===== src/design/dsd_pkg.sv =====
package dsd_pkg;

    // packet size limit for the segment walk
    localparam int MAX_PACKET_BYTES = 65536;
    localparam int POS_W            = $clog2(MAX_PACKET_BYTES + 1);
    // committed length never narrower than 17 bits so saturation works
    localparam int CMT_W            = (POS_W > 17) ? POS_W : 17;

    localparam logic [7:0] SYNC_BYTE   = 8'h0f;
    localparam int         SEG_HDR     = 6;
    localparam int         SKIP_BYTES  = 2;
    localparam int         TS_W        = 48;
    localparam int         DUR_W       = 49;
    localparam int         LEN_W       = 16;

    // action codes
    localparam logic ACT_DATA  = 1'b0;
    localparam logic ACT_FLUSH = 1'b1;

    // segment header walk positions
    localparam logic [2:0] IDX_SYNC    = 3'd0;
    localparam logic [2:0] IDX_LEN_HI  = 3'd4;
    localparam logic [2:0] IDX_LEN_LO  = 3'd5;
    localparam logic [2:0] IDX_PAYLOAD = 3'd6;

    // config register map
    localparam int         REG_ADDR_W      = 3;
    localparam logic [0:0] REG_DEFAULT_DUR = 1'b0;
    localparam logic [31:0] DEFAULT_DUR_RST = 32'd120000000;

    typedef enum logic [1:0] {
        EV_KEEP    = 2'd0,
        EV_RELEASE = 2'd1,
        EV_FLUSH   = 2'd2
    } t_ev_kind;

    // front-to-back event; for a release, tsv/ts carry the next packet's stamp
    typedef struct packed {
        t_ev_kind          kind;
        logic [LEN_W-1:0]  len;
        logic              tsv;
        logic [TS_W-1:0]   ts;
        logic              durv;
        logic [TS_W-1:0]   dur;
    } t_evt;

    typedef struct packed {
        logic [LEN_W-1:0]        len;
        logic                    tsv;
        logic [TS_W-1:0]         ts;
        logic signed [DUR_W-1:0] dur;
    } t_res;

endpackage


===== src/design/dvb_subtitle_pes_deframer.sv =====
// A released result is registered first in the event queue and then in the result
// queue. Throughput: one input word per cycle while full is low; the front walker
// does one compare and counter update per word, and the event queue and result
// queue each hold two. Reset (i_rst_n, synchronous, active low) clears the walk,
// the held packet and both queues; default_duration_ns returns to 120000000.
module dvb_subtitle_pes_deframer (
    input  logic                                   i_clk,
    input  logic                                   i_rst_n,
    input  logic                                   push,
    output logic                                   full,
    input  logic                                   i_action,
    input  logic [7:0]                             i_data_byte,
    input  logic                                   i_last_byte,
    input  logic                                   i_ts_valid,
    input  logic [47:0]                            i_timestamp_ns,
    input  logic                                   i_dur_valid,
    input  logic [47:0]                            i_own_duration_ns,
    output logic                                   empty,
    input  logic                                   pop,
    output logic [15:0]                            o_kept_length,
    output logic                                   o_out_ts_valid,
    output logic [47:0]                            o_out_timestamp_ns,
    output logic signed [48:0]                     o_out_duration_ns,
    input  logic                                   psel,
    input  logic                                   penable,
    input  logic                                   pwrite,
    input  logic [dsd_pkg::REG_ADDR_W-1:0]         paddr,
    input  logic [31:0]                            pwdata,
    output logic [31:0]                            prdata,
    output logic                                   pready
);
    import dsd_pkg::*;

    logic [31:0] r_default_dur;
    logic        accept, evt_valid, q_empty, q_pop, reg_hit;
    t_evt        f_evt, q_evt;
    t_res        res;

    // config register
    assign pready  = 1'b1;
    assign reg_hit = (paddr[REG_ADDR_W-1] == REG_DEFAULT_DUR);
    assign prdata  = reg_hit ? r_default_dur : '0;

    always_ff @(posedge i_clk) begin
        if (!i_rst_n) begin
            r_default_dur <= DEFAULT_DUR_RST;
        end else if (psel && penable && pwrite && pready && reg_hit) begin
            r_default_dur <= pwdata;
        end
    end

    assign accept = push && !full;

    dsd_front u_front (
        .i_clk            (i_clk),
        .i_rst_n          (i_rst_n),
        .i_accept         (accept),
        .i_action         (i_action),
        .i_data_byte      (i_data_byte),
        .i_last_byte      (i_last_byte),
        .i_ts_valid       (i_ts_valid),
        .i_timestamp_ns   (i_timestamp_ns),
        .i_dur_valid      (i_dur_valid),
        .i_own_duration_ns(i_own_duration_ns),
        .o_evt_valid      (evt_valid),
        .o_evt            (f_evt)
    );

    dsd_evq u_evq (
        .i_clk  (i_clk),
        .i_rst_n(i_rst_n),
        .i_push (evt_valid),
        .i_evt  (f_evt),
        .o_full (full),
        .i_pop  (q_pop),
        .o_evt  (q_evt),
        .o_empty(q_empty)
    );

    dsd_back u_back (
        .i_clk        (i_clk),
        .i_rst_n      (i_rst_n),
        .i_default_dur(r_default_dur),
        .i_evt        (q_evt),
        .i_evt_empty  (q_empty),
        .o_evt_pop    (q_pop),
        .i_pop        (pop),
        .o_empty      (empty),
        .o_res        (res)
    );

    assign o_kept_length      = res.len;
    assign o_out_ts_valid     = res.tsv;
    assign o_out_timestamp_ns = res.ts;
    assign o_out_duration_ns  = res.dur;

endmodule


===== src/design/dsd_front.sv =====
module dsd_front (
    input  logic                i_clk,
    input  logic                i_rst_n,
    input  logic                i_accept,
    input  logic                i_action,
    input  logic [7:0]          i_data_byte,
    input  logic                i_last_byte,
    input  logic                i_ts_valid,
    input  logic [47:0]         i_timestamp_ns,
    input  logic                i_dur_valid,
    input  logic [47:0]         i_own_duration_ns,
    output logic                o_evt_valid,
    output dsd_pkg::t_evt       o_evt
);
    import dsd_pkg::*;

    logic [POS_W-1:0]  r_pos,   n_pos;
    logic [2:0]        r_idx,   n_idx;
    logic [LEN_W-1:0]  r_hold,  n_hold;
    logic [LEN_W-1:0]  r_left,  n_left;
    logic              r_stop,  n_stop;
    logic [CMT_W-1:0]  r_cmt,   n_cmt;
    logic              r_pend,  n_pend;
    logic              r_mtsv,  n_mtsv;
    logic [TS_W-1:0]   r_mts,   n_mts;
    logic              r_mdurv, n_mdurv;
    logic [TS_W-1:0]   r_mdur,  n_mdur;
    logic [LEN_W-1:0]  left_dec;

    assign left_dec = r_left - LEN_W'(1);

    // per-word walk and event classification
    always_comb begin
        n_pos   = r_pos;
        n_idx   = r_idx;
        n_hold  = r_hold;
        n_left  = r_left;
        n_stop  = r_stop;
        n_cmt   = r_cmt;
        n_pend  = r_pend;
        n_mtsv  = r_mtsv;
        n_mts   = r_mts;
        n_mdurv = r_mdurv;
        n_mdur  = r_mdur;
        o_evt_valid = 1'b0;
        o_evt       = '0;
        if (i_accept) begin
            if (i_action == ACT_FLUSH) begin
                if (r_pend) begin
                    o_evt_valid = 1'b1;
                    o_evt.kind  = EV_FLUSH;
                end
                n_pend = 1'b0;
                n_pos  = '0;
                n_idx  = IDX_SYNC;
                n_hold = '0;
                n_left = '0;
                n_stop = 1'b0;
                n_cmt  = '0;
            end else begin
                // first word: latch packet metadata, release the held packet
                if (r_pos == '0) begin
                    n_mtsv  = i_ts_valid;
                    n_mts   = i_timestamp_ns;
                    n_mdurv = i_dur_valid;
                    n_mdur  = i_own_duration_ns;
                    if (r_pend) begin
                        o_evt_valid = 1'b1;
                        o_evt.kind  = EV_RELEASE;
                        o_evt.tsv   = i_ts_valid;
                        o_evt.ts    = i_timestamp_ns;
                    end
                    n_pend = 1'b0;
                end
                // segment walk
                if (r_pos >= POS_W'(SKIP_BYTES) && r_pos < POS_W'(MAX_PACKET_BYTES)
                    && !r_stop) begin
                    case (r_idx)
                        IDX_SYNC: begin
                            if (i_data_byte != SYNC_BYTE) n_stop = 1'b1;
                            else                          n_idx  = 3'd1;
                        end
                        IDX_LEN_HI: begin
                            n_hold = {i_data_byte, 8'h00};
                            n_idx  = IDX_LEN_LO;
                        end
                        IDX_LEN_LO: begin
                            n_hold = {r_hold[15:8], i_data_byte};
                            if ({r_hold[15:8], i_data_byte} == '0) begin
                                n_cmt = r_cmt + CMT_W'(SEG_HDR);
                                n_idx = IDX_SYNC;
                            end else begin
                                n_left = {r_hold[15:8], i_data_byte};
                                n_idx  = IDX_PAYLOAD;
                            end
                        end
                        IDX_PAYLOAD: begin
                            if (r_left != '0) n_left = left_dec;
                            if (r_left == '0 || left_dec == '0) begin
                                n_cmt = r_cmt + CMT_W'(SEG_HDR) + CMT_W'(r_hold);
                                n_idx = IDX_SYNC;
                            end
                        end
                        default: begin
                            if (r_idx inside {[3'd1:3'd3]}) n_idx = r_idx + 3'd1;
                        end
                    endcase
                end
                if (r_pos < POS_W'(MAX_PACKET_BYTES)) n_pos = r_pos + POS_W'(1);
                // packet end: keep if a whole segment fit
                if (i_last_byte) begin
                    if (n_cmt != '0) begin
                        o_evt_valid = 1'b1;
                        o_evt.kind  = EV_KEEP;
                        o_evt.len   = (n_cmt > CMT_W'(16'hffff)) ? 16'hffff
                                                                 : n_cmt[LEN_W-1:0];
                        o_evt.tsv   = n_mtsv;
                        o_evt.ts    = n_mts;
                        o_evt.durv  = n_mdurv;
                        o_evt.dur   = n_mdur;
                        n_pend      = 1'b1;
                    end
                    n_pos  = '0;
                    n_idx  = IDX_SYNC;
                    n_hold = '0;
                    n_left = '0;
                    n_stop = 1'b0;
                    n_cmt  = '0;
                end
            end
        end
    end

    always_ff @(posedge i_clk) begin
        if (!i_rst_n) begin
            r_pos   <= '0;
            r_idx   <= IDX_SYNC;
            r_hold  <= '0;
            r_left  <= '0;
            r_stop  <= 1'b0;
            r_cmt   <= '0;
            r_pend  <= 1'b0;
            r_mtsv  <= 1'b0;
            r_mts   <= '0;
            r_mdurv <= 1'b0;
            r_mdur  <= '0;
        end else begin
            r_pos   <= n_pos;
            r_idx   <= n_idx;
            r_hold  <= n_hold;
            r_left  <= n_left;
            r_stop  <= n_stop;
            r_cmt   <= n_cmt;
            r_pend  <= n_pend;
            r_mtsv  <= n_mtsv;
            r_mts   <= n_mts;
            r_mdurv <= n_mdurv;
            r_mdur  <= n_mdur;
        end
    end

endmodule


===== src/design/dsd_evq.sv =====
module dsd_evq (
    input  logic           i_clk,
    input  logic           i_rst_n,
    input  logic           i_push,
    input  dsd_pkg::t_evt  i_evt,
    output logic           o_full,
    input  logic           i_pop,
    output dsd_pkg::t_evt  o_evt,
    output logic           o_empty
);
    import dsd_pkg::*;

    t_evt       r_mem [2];
    logic       r_rd, r_wr;
    logic [1:0] r_cnt, n_cnt;
    logic       do_push, do_pop;

    assign o_full  = (r_cnt == 2'd2);
    assign o_empty = (r_cnt == 2'd0);
    assign do_push = i_push && !o_full;
    assign do_pop  = i_pop && !o_empty;
    assign o_evt   = r_mem[r_rd];

    // occupancy
    always_comb begin
        n_cnt = r_cnt;
        if (do_push && !do_pop) n_cnt = r_cnt + 2'd1;
        if (!do_push && do_pop) n_cnt = r_cnt - 2'd1;
    end

    always_ff @(posedge i_clk) begin
        if (do_push) r_mem[r_wr] <= i_evt;
    end

    always_ff @(posedge i_clk) begin
        if (!i_rst_n) begin
            r_rd  <= 1'b0;
            r_wr  <= 1'b0;
            r_cnt <= 2'd0;
        end else begin
            if (do_push) r_wr <= ~r_wr;
            if (do_pop)  r_rd <= ~r_rd;
            r_cnt <= n_cnt;
        end
    end

endmodule


===== src/design/dsd_back.sv =====
module dsd_back (
    input  logic           i_clk,
    input  logic           i_rst_n,
    input  logic [31:0]    i_default_dur,
    input  dsd_pkg::t_evt  i_evt,
    input  logic           i_evt_empty,
    output logic           o_evt_pop,
    input  logic           i_pop,
    output logic           o_empty,
    output dsd_pkg::t_res  o_res
);
    import dsd_pkg::*;

    // held packet
    logic [LEN_W-1:0] r_plen;
    logic             r_ptsv;
    logic [TS_W-1:0]  r_pts;
    logic             r_pdurv;
    logic [TS_W-1:0]  r_pdur;

    // result queue
    t_res       r_oq [2];
    logic       r_ord, r_owr;
    logic [1:0] r_ocnt, n_ocnt;

    logic       out_pop, out_room, is_keep, res_push;
    t_res       res;

    assign o_empty  = (r_ocnt == 2'd0);
    assign o_res    = r_oq[r_ord];
    assign out_pop  = i_pop && !o_empty;
    assign out_room = (r_ocnt != 2'd2) || out_pop;
    assign is_keep  = (i_evt.kind == EV_KEEP);
    assign o_evt_pop = !i_evt_empty && (is_keep || out_room);
    assign res_push  = o_evt_pop && !is_keep;

    // duration choice for the released packet
    always_comb begin
        res.len = r_plen;
        res.tsv = r_ptsv;
        res.ts  = r_ptsv ? r_pts : '0;
        if (r_pdurv)
            res.dur = signed'({1'b0, r_pdur});
        else if (r_ptsv && i_evt.kind == EV_RELEASE && i_evt.tsv)
            res.dur = signed'({1'b0, i_evt.ts} - {1'b0, r_pts});
        else
            res.dur = signed'(DUR_W'(i_default_dur));
    end

    always_comb begin
        n_ocnt = r_ocnt;
        if (res_push && !out_pop) n_ocnt = r_ocnt + 2'd1;
        if (!res_push && out_pop) n_ocnt = r_ocnt - 2'd1;
    end

    always_ff @(posedge i_clk) begin
        if (o_evt_pop && is_keep) begin
            r_plen  <= i_evt.len;
            r_ptsv  <= i_evt.tsv;
            r_pts   <= i_evt.ts;
            r_pdurv <= i_evt.durv;
            r_pdur  <= i_evt.dur;
        end
        if (res_push) r_oq[r_owr] <= res;
    end

    always_ff @(posedge i_clk) begin
        if (!i_rst_n) begin
            r_ord  <= 1'b0;
            r_owr  <= 1'b0;
            r_ocnt <= 2'd0;
        end else begin
            if (res_push) r_owr <= ~r_owr;
            if (out_pop)  r_ord <= ~r_ord;
            r_ocnt <= n_ocnt;
        end
    end

endmodule

===== config.mk =====
export PLATFORM = sky130hd
export DESIGN_NAME = dvb_subtitle_pes_deframer
export DESIGN_NICKNAME = d
export VERILOG_FILES = /design/src/design/dsd_pkg.sv /design/src/design/dvb_subtitle_pes_deframer.sv /design/src/design/dsd_front.sv /design/src/design/dsd_evq.sv /design/src/design/dsd_back.sv
export SDC_FILE = /design/constraint.sdc
export NUM_CORES = 1
export LEC_CHECK = 0
export BUFFER_PORTS_ARGS = -buffer_cell sky130_fd_sc_hd__buf_2
export CAP_MARGIN = 20
export CORE_MARGIN = 2
export CORE_UTILIZATION = 55
export CTS_CLUSTER_DIAMETER = 50
export DETAILED_ROUTE_END_ITERATION = 10
export GPL_TIMING_DRIVEN = 0
export PLACE_DENSITY = 0.75
export SETUP_SLACK_MARGIN = 0.02
export SKIP_LAST_GASP = 1
export SLEW_MARGIN = 10
export SYNTH_ARGS = -nofsm -noshare
export SYNTH_HDL_FRONTEND = slang
export SYNTH_HIERARCHICAL = 1
export SYNTH_SLANG_ARGS = --single-unit
export TNS_END_PERCENT = 100

===== constraint.sdc =====
create_clock -name i_clk -period 9.7 [get_ports i_clk]
set_clock_uncertainty 0.05 [all_clocks]
set_input_delay 0.485 -clock i_clk [delete_from_list [all_inputs] [get_ports i_clk]]
set_output_delay 0.485 -clock i_clk [all_outputs]
set_load 0.02 [all_outputs]

After elaboration in Yosys (flattened, before gate mapping):

Memory sizes are Yosys's and may differ from the RTL's. A register that Yosys moved wholly into a read port is not among the register bits.
Cells that the tools add are included.

* magnitude comparators: 5
* muxes and demuxes: 75
* equality and inequality tests: 12
* $add $sub $neg: 10
* reduce and logical (&&, ||, !) cells: 58
* bitwise logic cells: 6

Operators by type and width (number)
* 116-bit two-way mux: 3
* 49-bit two-way mux: 4
* 17-bit two-way mux: 10
* 16-bit two-way mux: 9
* 48-bit two-way mux: 3
* 114-bit two-way mux: 1
* 16-bit one-hot mux with 2 select lines: 2
* 48-bit by 48-bit subtractor with 49-bit output: 1
* 16-bit zero test: 3
* 17-bit one-hot mux with 2 select lines: 1
* 32-bit two-way mux: 1
* 1-bit two-way mux: 26
* 3-bit two-way mux: 7
* 1-bit logical AND: 19
* 17-bit by 1-bit adder with 17-bit output, second input constant: 1
* 17-bit by 16-bit adder with 17-bit output: 1
* 17-bit by 3-bit adder with 17-bit output, second input constant: 1
* 17-bit by 2-bit greater-or-equal comparator with 1-bit output, second input constant: 1
* 17-bit by 16-bit > comparator with 1-bit output, second input constant: 1
* 17-bit zero test: 1
* 17-bit < comparator, second input constant: 1
* 17-bit nonzero test: 1
* 16-bit nonzero test: 1
* 16-bit by 1-bit subtractor with 16-bit output, second input constant: 1
* 28 further kinds: 66

* output and inout port bits: 149
* RAM bits: 460
* bits in registers: 323
* memories: 2
* bits of input ports: 150

Memories
* u_evq.r_mem: depth 2, bits a word 116, read ports 1, clocked after memory_dff 1, wr ports 1, RTL line dsd_evq.sv:13 `t_evt r_mem [2];`
* u_back.r_oq: depth 2, bits a word 114, read ports 1, clocked after memory_dff 1, wr ports 1, RTL line dsd_back.sv:22 `t_res r_oq [2];`

Logic depth before layout (Yosys ltp):

Gate-level depths: netlist of the first run.

* depth after elaboration: 17
* gate-level depth with buffers: 27
* gate-level depth less buffers: 24

Cells and area by module:

The synthesis of the first run kept the hierarchy.

Modules (own cells, without submodules)
* dsd_back: cells each 1174, area each 16009.1 µm², times used 1
* dsd_front: cells each 1472, area each 10652.7 µm², times used 1
* dsd_evq: cells each 387, area each 8590.7 µm², times used 1
* dvb_subtitle_pes_deframer: cells each 178, area each 1594.0 µm², times used 1

Least setup slack after synthesis of the first run:

OpenSTA, ideal clock, no wires.

* path kind: reg2reg
* start: register (tool-made name)
* end: register u_back.r_pdur[0] (enable)
* stages on the path, launching flop included: 5
* setup time: 0.727 ns
* data required time: 8.923 ns
* buffers on the path: 2
* path slack: 0.104 ns
* data arrival time: 8.819 ns
* cell sequence: dfxtp_1 > buf_2 > buf_2 > mux2_1 > nor3_1

RTL lines
* to (signal assigned): RTL line dsd_back.sv:62 `r_pdur <= i_evt.dur;`
* to (decl): RTL line dsd_back.sv:19 `logic [TS_W-1:0] r_pdur;`

Worst setup path in the final report of the first run:

* start: register u_front.r_cmt[1]
* end: memory u_evq/r_mem[0][77] (netlist name) (enable)

* cells in the longest elaborated chain, start to end: 15
* elaborated cells between the ends (all ways): 16

RTL lines
* from (decl): RTL line dsd_front.sv:22 `logic [CMT_W-1:0] r_cmt, n_cmt;`
* from (signal assigned): RTL line dsd_front.sv:153 `r_cmt <= n_cmt;`
* 17-bit by 3-bit adder with 17-bit output: RTL line dsd_front.sv:90, dsd_front.sv:100
* 17-bit by 16-bit adder with 17-bit output: RTL line dsd_front.sv:100 `n_cmt = r_cmt + CMT_W'(SEG_HDR) + CMT_W'(r_hold);`
* 17-bit two-way mux: RTL line dsd_front.sv:99 `if (r_left == '0 || left_dec == '0) begin`
* 17-bit one-hot mux with 2 select lines: RTL line dsd_front.sv:78 `case (r_idx)`
* 17-bit two-way mux *: RTL line dsd_front.sv:76 `if (r_pos >= POS_W'(SKIP_BYTES) && r_pos < POS_W'(MAX_PACKET_BYTES)`
* 17-bit two-way mux *: RTL line dsd_front.sv:48 `if (i_action == ACT_FLUSH) begin`
* 17-bit two-way mux *: RTL line dsd_front.sv:47 `if (i_accept) begin`
* 17-bit nonzero test *: RTL line dsd_front.sv:112 `if (n_cmt != '0) begin`
* 1-bit two-way mux *: RTL line dsd_front.sv:112
* 1-bit two-way mux *: RTL line dsd_front.sv:111 `if (i_last_byte) begin`
* 1-bit two-way mux *: RTL line dsd_front.sv:48
* 1-bit two-way mux *: RTL line dsd_front.sv:47
* via evt_valid: RTL line dvb_subtitle_pes_deframer.sv:35 `logic accept, evt_valid, q_empty, q_pop, reg_hit;`
* 1-bit logical AND *: RTL line dsd_evq.sv:20 `assign do_push = i_push && !o_full;`
* 1-bit two-way mux *: RTL line dsd_evq.sv:32 `if (do_push) r_mem[r_wr] <= i_evt;`
* 1-bit two-way mux (not written as such) *: RTL line dsd_evq.sv:32
* to (decl): RTL line dsd_evq.sv:13

The timed path passes the listed nets; every way through them passes the cells marked *. The select of a mux whose other input is x is not followed.

==> results of run 1 <==
## flip-flops by register name, summed over array words and instances (netlist names), 2 cells and up, named ones only
name / count
r_default_dur: 32
u_back/r_ocnt: 2
u_back/r_oq: 228
u_back/r_pdur: 48
u_back/r_plen: 16
u_back/r_pts: 48
u_evq/r_cnt: 2
u_evq/r_mem: 232
u_front/r_cmt: 17
u_front/r_hold: 16
u_front/r_idx: 3
u_front/r_left: 16
u_front/r_mdur: 48
u_front/r_mts: 48
u_front/r_pos: 17
## placed cells by master, fill, tap and decap left out, types with 19 or more instances in the layout
cell type	synthesis	routed
buf_2	27	322
o21a_1	23	23
mux2_1	60	60
o32ai_1	51	51
a21boi_0	132	132
mux2i_1	44	44
edfxtp_1	574	574
nand4_1	31	31
xor2_1	41	41
dfxtp_1	211	211
a21oi_1	178	178
clkbuf_1	131	153
nor3_1	31	30
a21o_1	19	19
o21ai_0	103	103
xnor2_1	50	50
nand3_1	39	39
clkbuf_16	0	92
and2_1	69	69
buf_4	8	20
inv_1	130	129
nand2_1	507	507
mux2_2	172	172
nor2_1	137	134
ha_1	79	79
nor2b_1	83	83
## stage by stage
stage          util [%]  instance area, sq um
6_report           64.8                 42800
5_1_grt            64.8                 42800
4_1_cts            64.7                 42800
3_5_place_dp       60.2                 39800
3_3_place_gp       59.6                 39400
2_1_floorplan         -                 36800
## worst min-delay path: cells and delay by family
family	cells	cell delay [ns]
buffers and inverters	1	0.09
AND/OR/NAND/NOR	1	0.05
multiplexers	1	0.06
## worst paths after layout
kind | slack (ns) | end | cells after the start
worst max-delay path | 2.32 | u_evq/r_mem[0][77]$_DFFE_PP_ | 26
worst min-delay path | 0.06 | r_default_dur[15]$_SDFFE_PN0P_ | 3
worst max register to register | 2.32 | u_evq/r_mem[0][77]$_DFFE_PP_ | 26
worst min register to register | 0.40 | u_back/r_oq[1][109]$_DFFE_PP_ | 0
## cell type report
| class | instances | area (sq um) |
|---|---|---|
| timing repair buffer | 320 | 1850 |
| fill | 4962 | 23300 |
| clock buffer | 125 | 2530 |
| antenna | 13 | 32.5 |
| tap | 864 | 1080 |
| multi-input combinational | 2115 | 14100 |
| buffer | 180 | 815 |
| inverter | 131 | 497 |
| clock inverter | 39 | 433 |
| sequential | 785 | 21500 |
## where the power goes
part	switching (W)	total (W)	internal (W)
combinational	0.000150	0.000228	0.0000780
sequential	0.0000163	0.00359	0.00358
clock	0.00135	0.00334	0.00200
total	0.00151	0.00717	0.00565
## kinds of logic after synthesis
group / count (synthesis) / share of synthesized area (%)
buffers and inverters: 311 / 3.54
other: 1 / 0.0102
AOI/OAI and AO/OA: 661 / 12.1
DFF: 785 / 58.2
muxes: 276 / 8.29
and+or+nand+nor: 1005 / 12.8
xor gates and xnor gates: 91 / 2.16
adders and majority gates: 81 / 2.79
## metal layers
metal,vias up,track usage [%]
met5,-,0
met4,14,12.8
met3,210,4.89
met2,1181,46.9
met1,12967,38.0
li1,12488,-
==> reports/results.ini, run 1 <==
[synth]
synth.top_cell.area_share_pct=46.8
synth_fp_nets=3442
yosys-top-cells-area=edfxtp_1 47%, dfxtp_1 11%, mux2_2 5.3%
synth_edf_count=574
synth.ff_latch_count=785
synth_top_cell_by_area=edfxtp_1
ys_dominant_reg_cell=edfxtp_1
postSynthAreaPerCell_sq_um=11.5
synthCells=3211
syn-cell-area_sq_mm=0.0368
ys_seq_area_share_pct=58.2
synthArstFlopShare_pct=0
yosysMostFrequentCell=edfxtp_1
synthDistinctLibCells=87
synth_commonest_cells=574 x edfxtp_1, 507 x nand2_1, 211 x dfxtp_1
yosysWarnings=6

[global_routing]
antenna_found_initial=24
first_global_vias=25877
overflow=0
grt_pass1_wl_mm=153
grt_start_max_net_pins=77
grt_use_total_pct=28.8

[route]
wire_per_inst_microns=22.2
drc_errors=0
vias=26860
wl_mm=101
route.met3.wl_mm=7.67
drt-initial-drc-count=2534
firstDrtPassIters=5
met2WireLength_mm=48.4
met1_length_mm=41.2
top_layer=met5
vias_per_cell=5.87
drtAntennaViolNets=0

[outcome]
status=completed

[critical_path]
critPathLaunchType=flip-flop
path_buf_inv=7
cpMaxStageDelayCell=dfxtp_1
worst-endpoint-arrival_ns=7.60
worst_setup_path_end_kind=flip-flop
worstSetupPathType=flip-flop to flip-flop
crit_required_ns=9.92
crit_fanout=76
crit_start=u_front/r_cmt[1]$_SDFFE_PN0P_
cp_top_family=simple AND/OR/NAND/NOR gates
r2r-start=u_front/r_cmt[1]$_SDFFE_PN0P_
max_stage_delay_ns=0.48

[sta]
finalCritPeriodShare_pct=76.1
worst_pin_slew_ns=1.09
slew_violations=0
grt_setup_unrepaired=false
tns_ns=0
fmax_mhz=135
finalHoldViolations=0
postLayoutSetupSlackWorst_ns=2.32
finalSetupViolations=0
period_needed_ns=7.38
max-slew-margin-rel_pct=27.4
whs_ns=0.0583

[place]
io_buffers=295
pre_cts_ws_ns=2.44
dp_hpwl_mm=74.5
dp_cells=4395
gp_congestion=0.965

[pwr]
powerDensity_mw_per_mm2=167
power_w=0.00717
peakVddDrop_mv=0.130
power_leakage_nw=15.0

[clock_network]
cts_hold_repair.buffers=0
cts_setup_buffers=0
cts_inserted_buffers=88
cts-htree-levels=3
clk_latency_ns=0.64
cts_tree=done
clk_pin_slew_ns=0.06
cts.repair.resized=0
clockRootBuffer=clkbuf_16
clk_path_buf_depth=3
clkSinkCount=785

[layout]
layout-drive-gt1-share_pct=19.2
final_nets=3852
area_growth_pct=16.2
final_cells=4572

[flow_run]
maxCapViolCount=0

[floorplan]
dieArea_sq_mm=0.0691
num_io_pins=299
start_util_pct=55.7
die_width_microns=263
core-area_sq_mm=0.0661
rows=94
die_h_microns=263

[worst_hold_path]
hp-class=primary input to flip-flop
min-delay-start=pwdata[15]

Power figures use the tool's default switching activity.
==> run 2, diff against run 1 <==
--- a/config.mk
+++ b/config.mk
@@ -5,14 +5,15 @@
 export SDC_FILE = /design/constraint.sdc
 export NUM_CORES = 1
 export LEC_CHECK = 0
+export ABC_AREA = 1
 export BUFFER_PORTS_ARGS = -buffer_cell sky130_fd_sc_hd__buf_2
 export CAP_MARGIN = 20
 export CORE_MARGIN = 2
-export CORE_UTILIZATION = 55
+export CORE_UTILIZATION = 61
 export CTS_CLUSTER_DIAMETER = 50
 export DETAILED_ROUTE_END_ITERATION = 10
 export GPL_TIMING_DRIVEN = 0
-export PLACE_DENSITY = 0.75
+export PLACE_DENSITY = 0.79
 export SETUP_SLACK_MARGIN = 0.02
 export SKIP_LAST_GASP = 1
 export SLEW_MARGIN = 10
==> constraint.sdc (replaced) <==
create_clock -name i_clk -period 7.61 [get_ports i_clk]
set_clock_uncertainty 0.05 [all_clocks]
set_input_delay 0.3805 -clock i_clk [delete_from_list [all_inputs] [get_ports i_clk]]
set_output_delay 0.3805 -clock i_clk [all_outputs]
set_load 0.02 [all_outputs]
==> reports/results.ini, run 2 <==
[clock_network]
clockRootBuffer=clkbuf_16
cts-htree-levels=3
cts_inserted_buffers=88
clk_pin_slew_ns=0.06
cts.repair.resized=0
clk_latency_ns=0.65
clkSinkCount=785
clk_path_buf_depth=3
cts_setup_buffers=0
cts_tree=done

[critical_path]
crit_top_cell=nand2_1
worst-endpoint-arrival_ns=6.58
cp_top_family=simple AND/OR/NAND/NOR gates
worstSetupPathType=flip-flop to flip-flop
critPathLaunchType=flip-flop
ff2ff_path_depth=33
crit_required_ns=7.89
cp.depth=33
worst_setup_path_end_kind=flip-flop
max_stage_delay_ns=0.53
path_buf_inv=9
crit_fanout=27
cpMaxStageDelayCell=nor2_4

[place]
io_buffers=293
gp_congestion=0.999
dp_hpwl_mm=83.0
pre_cts_ws_ns=1.41

[layout]
layout-drive-gt1-share_pct=18.3
mostFrequentLayoutCells=1,018 x nand2_1, 609 x inv_1, 574 x edfxtp_1
final_common_cell=nand2_1
largest_register_ffs=232
regMostFlops=u_evq/r_mem
finish.utilization_pct=71.9
largest_registers=u_evq/r_mem: 232 flops, u_back/r_oq: 228 flops
final_nets=4978
area_growth_pct=17.1
fill_cells=4687

[global_routing]
grt_start_max_net_pins=65
grt_pass1_wl_mm=172
first_global_vias=31103
overflow=0
grt_use_total_pct=33.7
antenna_found_initial=11

[synth]
synth-xor-area-share_pct=0.801
yosys-top-cells-area=edfxtp_1 44%, dfxtp_1 11%, nand2_1 9.7%
synth_commonest_cells=1,018 x nand2_1, 610 x inv_1, 574 x edfxtp_1
synth_edf_count=574
yosysWarnings=6
synthMuxAreaShare_pct=6.96
ys_seq_area_share_pct=54.5
synth-compound-area-share_pct=7.65
synth.ff_latch_count=785
synthCells=4269
synth_top_cell_by_area=edfxtp_1
synthDistinctLibCells=56
synth_top_family_by_area=simple AND/OR/NAND/NOR gates
syn-cell-area_sq_mm=0.0394
yosysMostFrequentCell=nand2_1
synth_fp_nets=4500
synthArstFlopShare_pct=0
yosys.area_share.simple_pct=19.4
postSynthAreaPerCell_sq_um=9.22
synth.top_cell.area_share_pct=43.8
synthAdderAreaFrac_pct=2.61
ys_dominant_reg_cell=edfxtp_1

[pwr]
p_switching_w=0.00216
p_comb_share_pct=5.5
power.share.clock_pct=45.3
power_leakage_nw=20.1
swShare_pct=23.0
p_int_w=0.00723
seq_power_share_pct=49.2
peakVddDrop_mv=0.150
powerDensity_mw_per_mm2=204

[route]
drt-initial-drc-count=3335
firstDrtPassIters=6
vias=31998
drc_errors=0
wire_per_inst_microns=20.0
vias_per_cell=5.63
drtAntennaViolNets=0
wl_mm=114

[floorplan]
dieArea_sq_mm=0.0666
die_h_microns=258
start_util_pct=61.4
core-area_sq_mm=0.0641
rows=93
die_width_microns=258
num_io_pins=299

[flow_run]
maxCapViolCount=0

[sta]
finalSetupViolations=0
period_needed_ns=6.30
max-slew-margin-rel_pct=40.6
postLayoutSetupSlackWorst_ns=1.31
worst_pin_slew_ns=0.888
slew_violations=0
finalHoldViolations=0
finalCritPeriodShare_pct=82.8
grt_setup_unrepaired=false
fmax_mhz=159

[worst_hold_path]
worstHoldPathCells=5
hp-class=primary input to flip-flop

[outcome]
status=completed

## run 2: cells by family (layout without fill, tap and decap cells)
kind of cell,count (synthesis),after routing
AND/OR/NAND/NOR,1795,1795
buffers and inverters,791,1344
flip-flops,785,785
AO/OA/AOI/OAI,550,550
multiplexers,230,230
adder cells (fa/ha/maj),81,81
XOR/XNOR,36,36
other,1,9
## run 2: repair_timing
| item | 4_1_cts | 5_1_grt |
|---|---|---|
| hold buffers | 75 | 0 |
| endpoints found under the setup margin | 0 | 0 |
| hold endpoints to repair | 79 | 0 |
## run 2: final timing paths
check | start | endpoint | slack, ns
setup / recovery | u_front/r_cmt[1]$_SDFFE_PN0P_ | u_evq/r_mem[0][10]$_DFFE_PP_ | 1.31
hold / removal | pwdata[22] | r_default_dur[22]$_SDFFE_PN0P_ | 0.02
setup reg to reg | u_front/r_cmt[1]$_SDFFE_PN0P_ | u_evq/r_mem[0][10]$_DFFE_PP_ | 1.31
hold reg to reg | u_back/r_plen[10]$_DFFE_PP_ | u_back/r_oq[0][108]$_DFFE_PP_ | 0.39
## run 2: through the flow
| step | setup TNS [ns] | hold WS [ns] | std cells | total power (W) | area [sq um] |
|---|---|---|---|---|---|
| after floorplan | 0 | 0.371 | 4269 | 0.00500 | 39400 |
| after global placement | -1117.58 | 0.372 | 5417 | 0.00516 | 41900 |
| after detailed placement | 0 | 0.383 | 5437 | 0.00517 | 42400 |
| after CTS | 0 | 0.000851 | 5677 | 0.00938 | 46100 |
| after global routing | 0 | 0.0279 | 5682 | 0.00963 | 46100 |
| final | 0 | 0.0236 | 5685 | 0.00939 | 46100 |
## run 2: layer usage
| layer | part of all wire, % | global-route usage (%) |
|---|---|---|
| met5 | 0.055 | 0 |
| met4 | 6.4 | 20.4 |
| met3 | 7.6 | 4.58 |
| met2 | 48 | 56.7 |
| met1 | 38 | 41.6 |
## run 2: power by group through the flow
stage	sequential, W	combinational (W)	clock (W)
finish	0.00462	0.000514	0.00425
global route	0.00462	0.000565	0.00445
CTS	0.00462	0.000495	0.00427
detailed placement	0.00471	0.000459	0
global placement	0.00471	0.000453	0
floorplan	0.00470	0.000307	0
## run 2: layout make-up
type / count / area, sq um / area share [%]
antenna: 8 / 20.0 / 0.0434
buffer: 164 / 835 / 1.81
clock buffer: 105 / 2330 / 5.05
clock inverter: 60 / 612 / 1.33
inverter: 627 / 2360 / 5.12
multi-input combinational: 2693 / 14800 / 32.0
sequential: 785 / 21500 / 46.6
tap: 855 / 1070 / 2.32
timing repair buffer: 388 / 2650 / 5.75
## run 2: worst reg2reg max path, delay by kind of cell (launching register included)
family,cells,cell delay (ns)
simple gates,16,2.68
buf+inv,9,1.41
fa+ha+maj,2,0.56
flops,1,0.38
compound gates,6,0.88
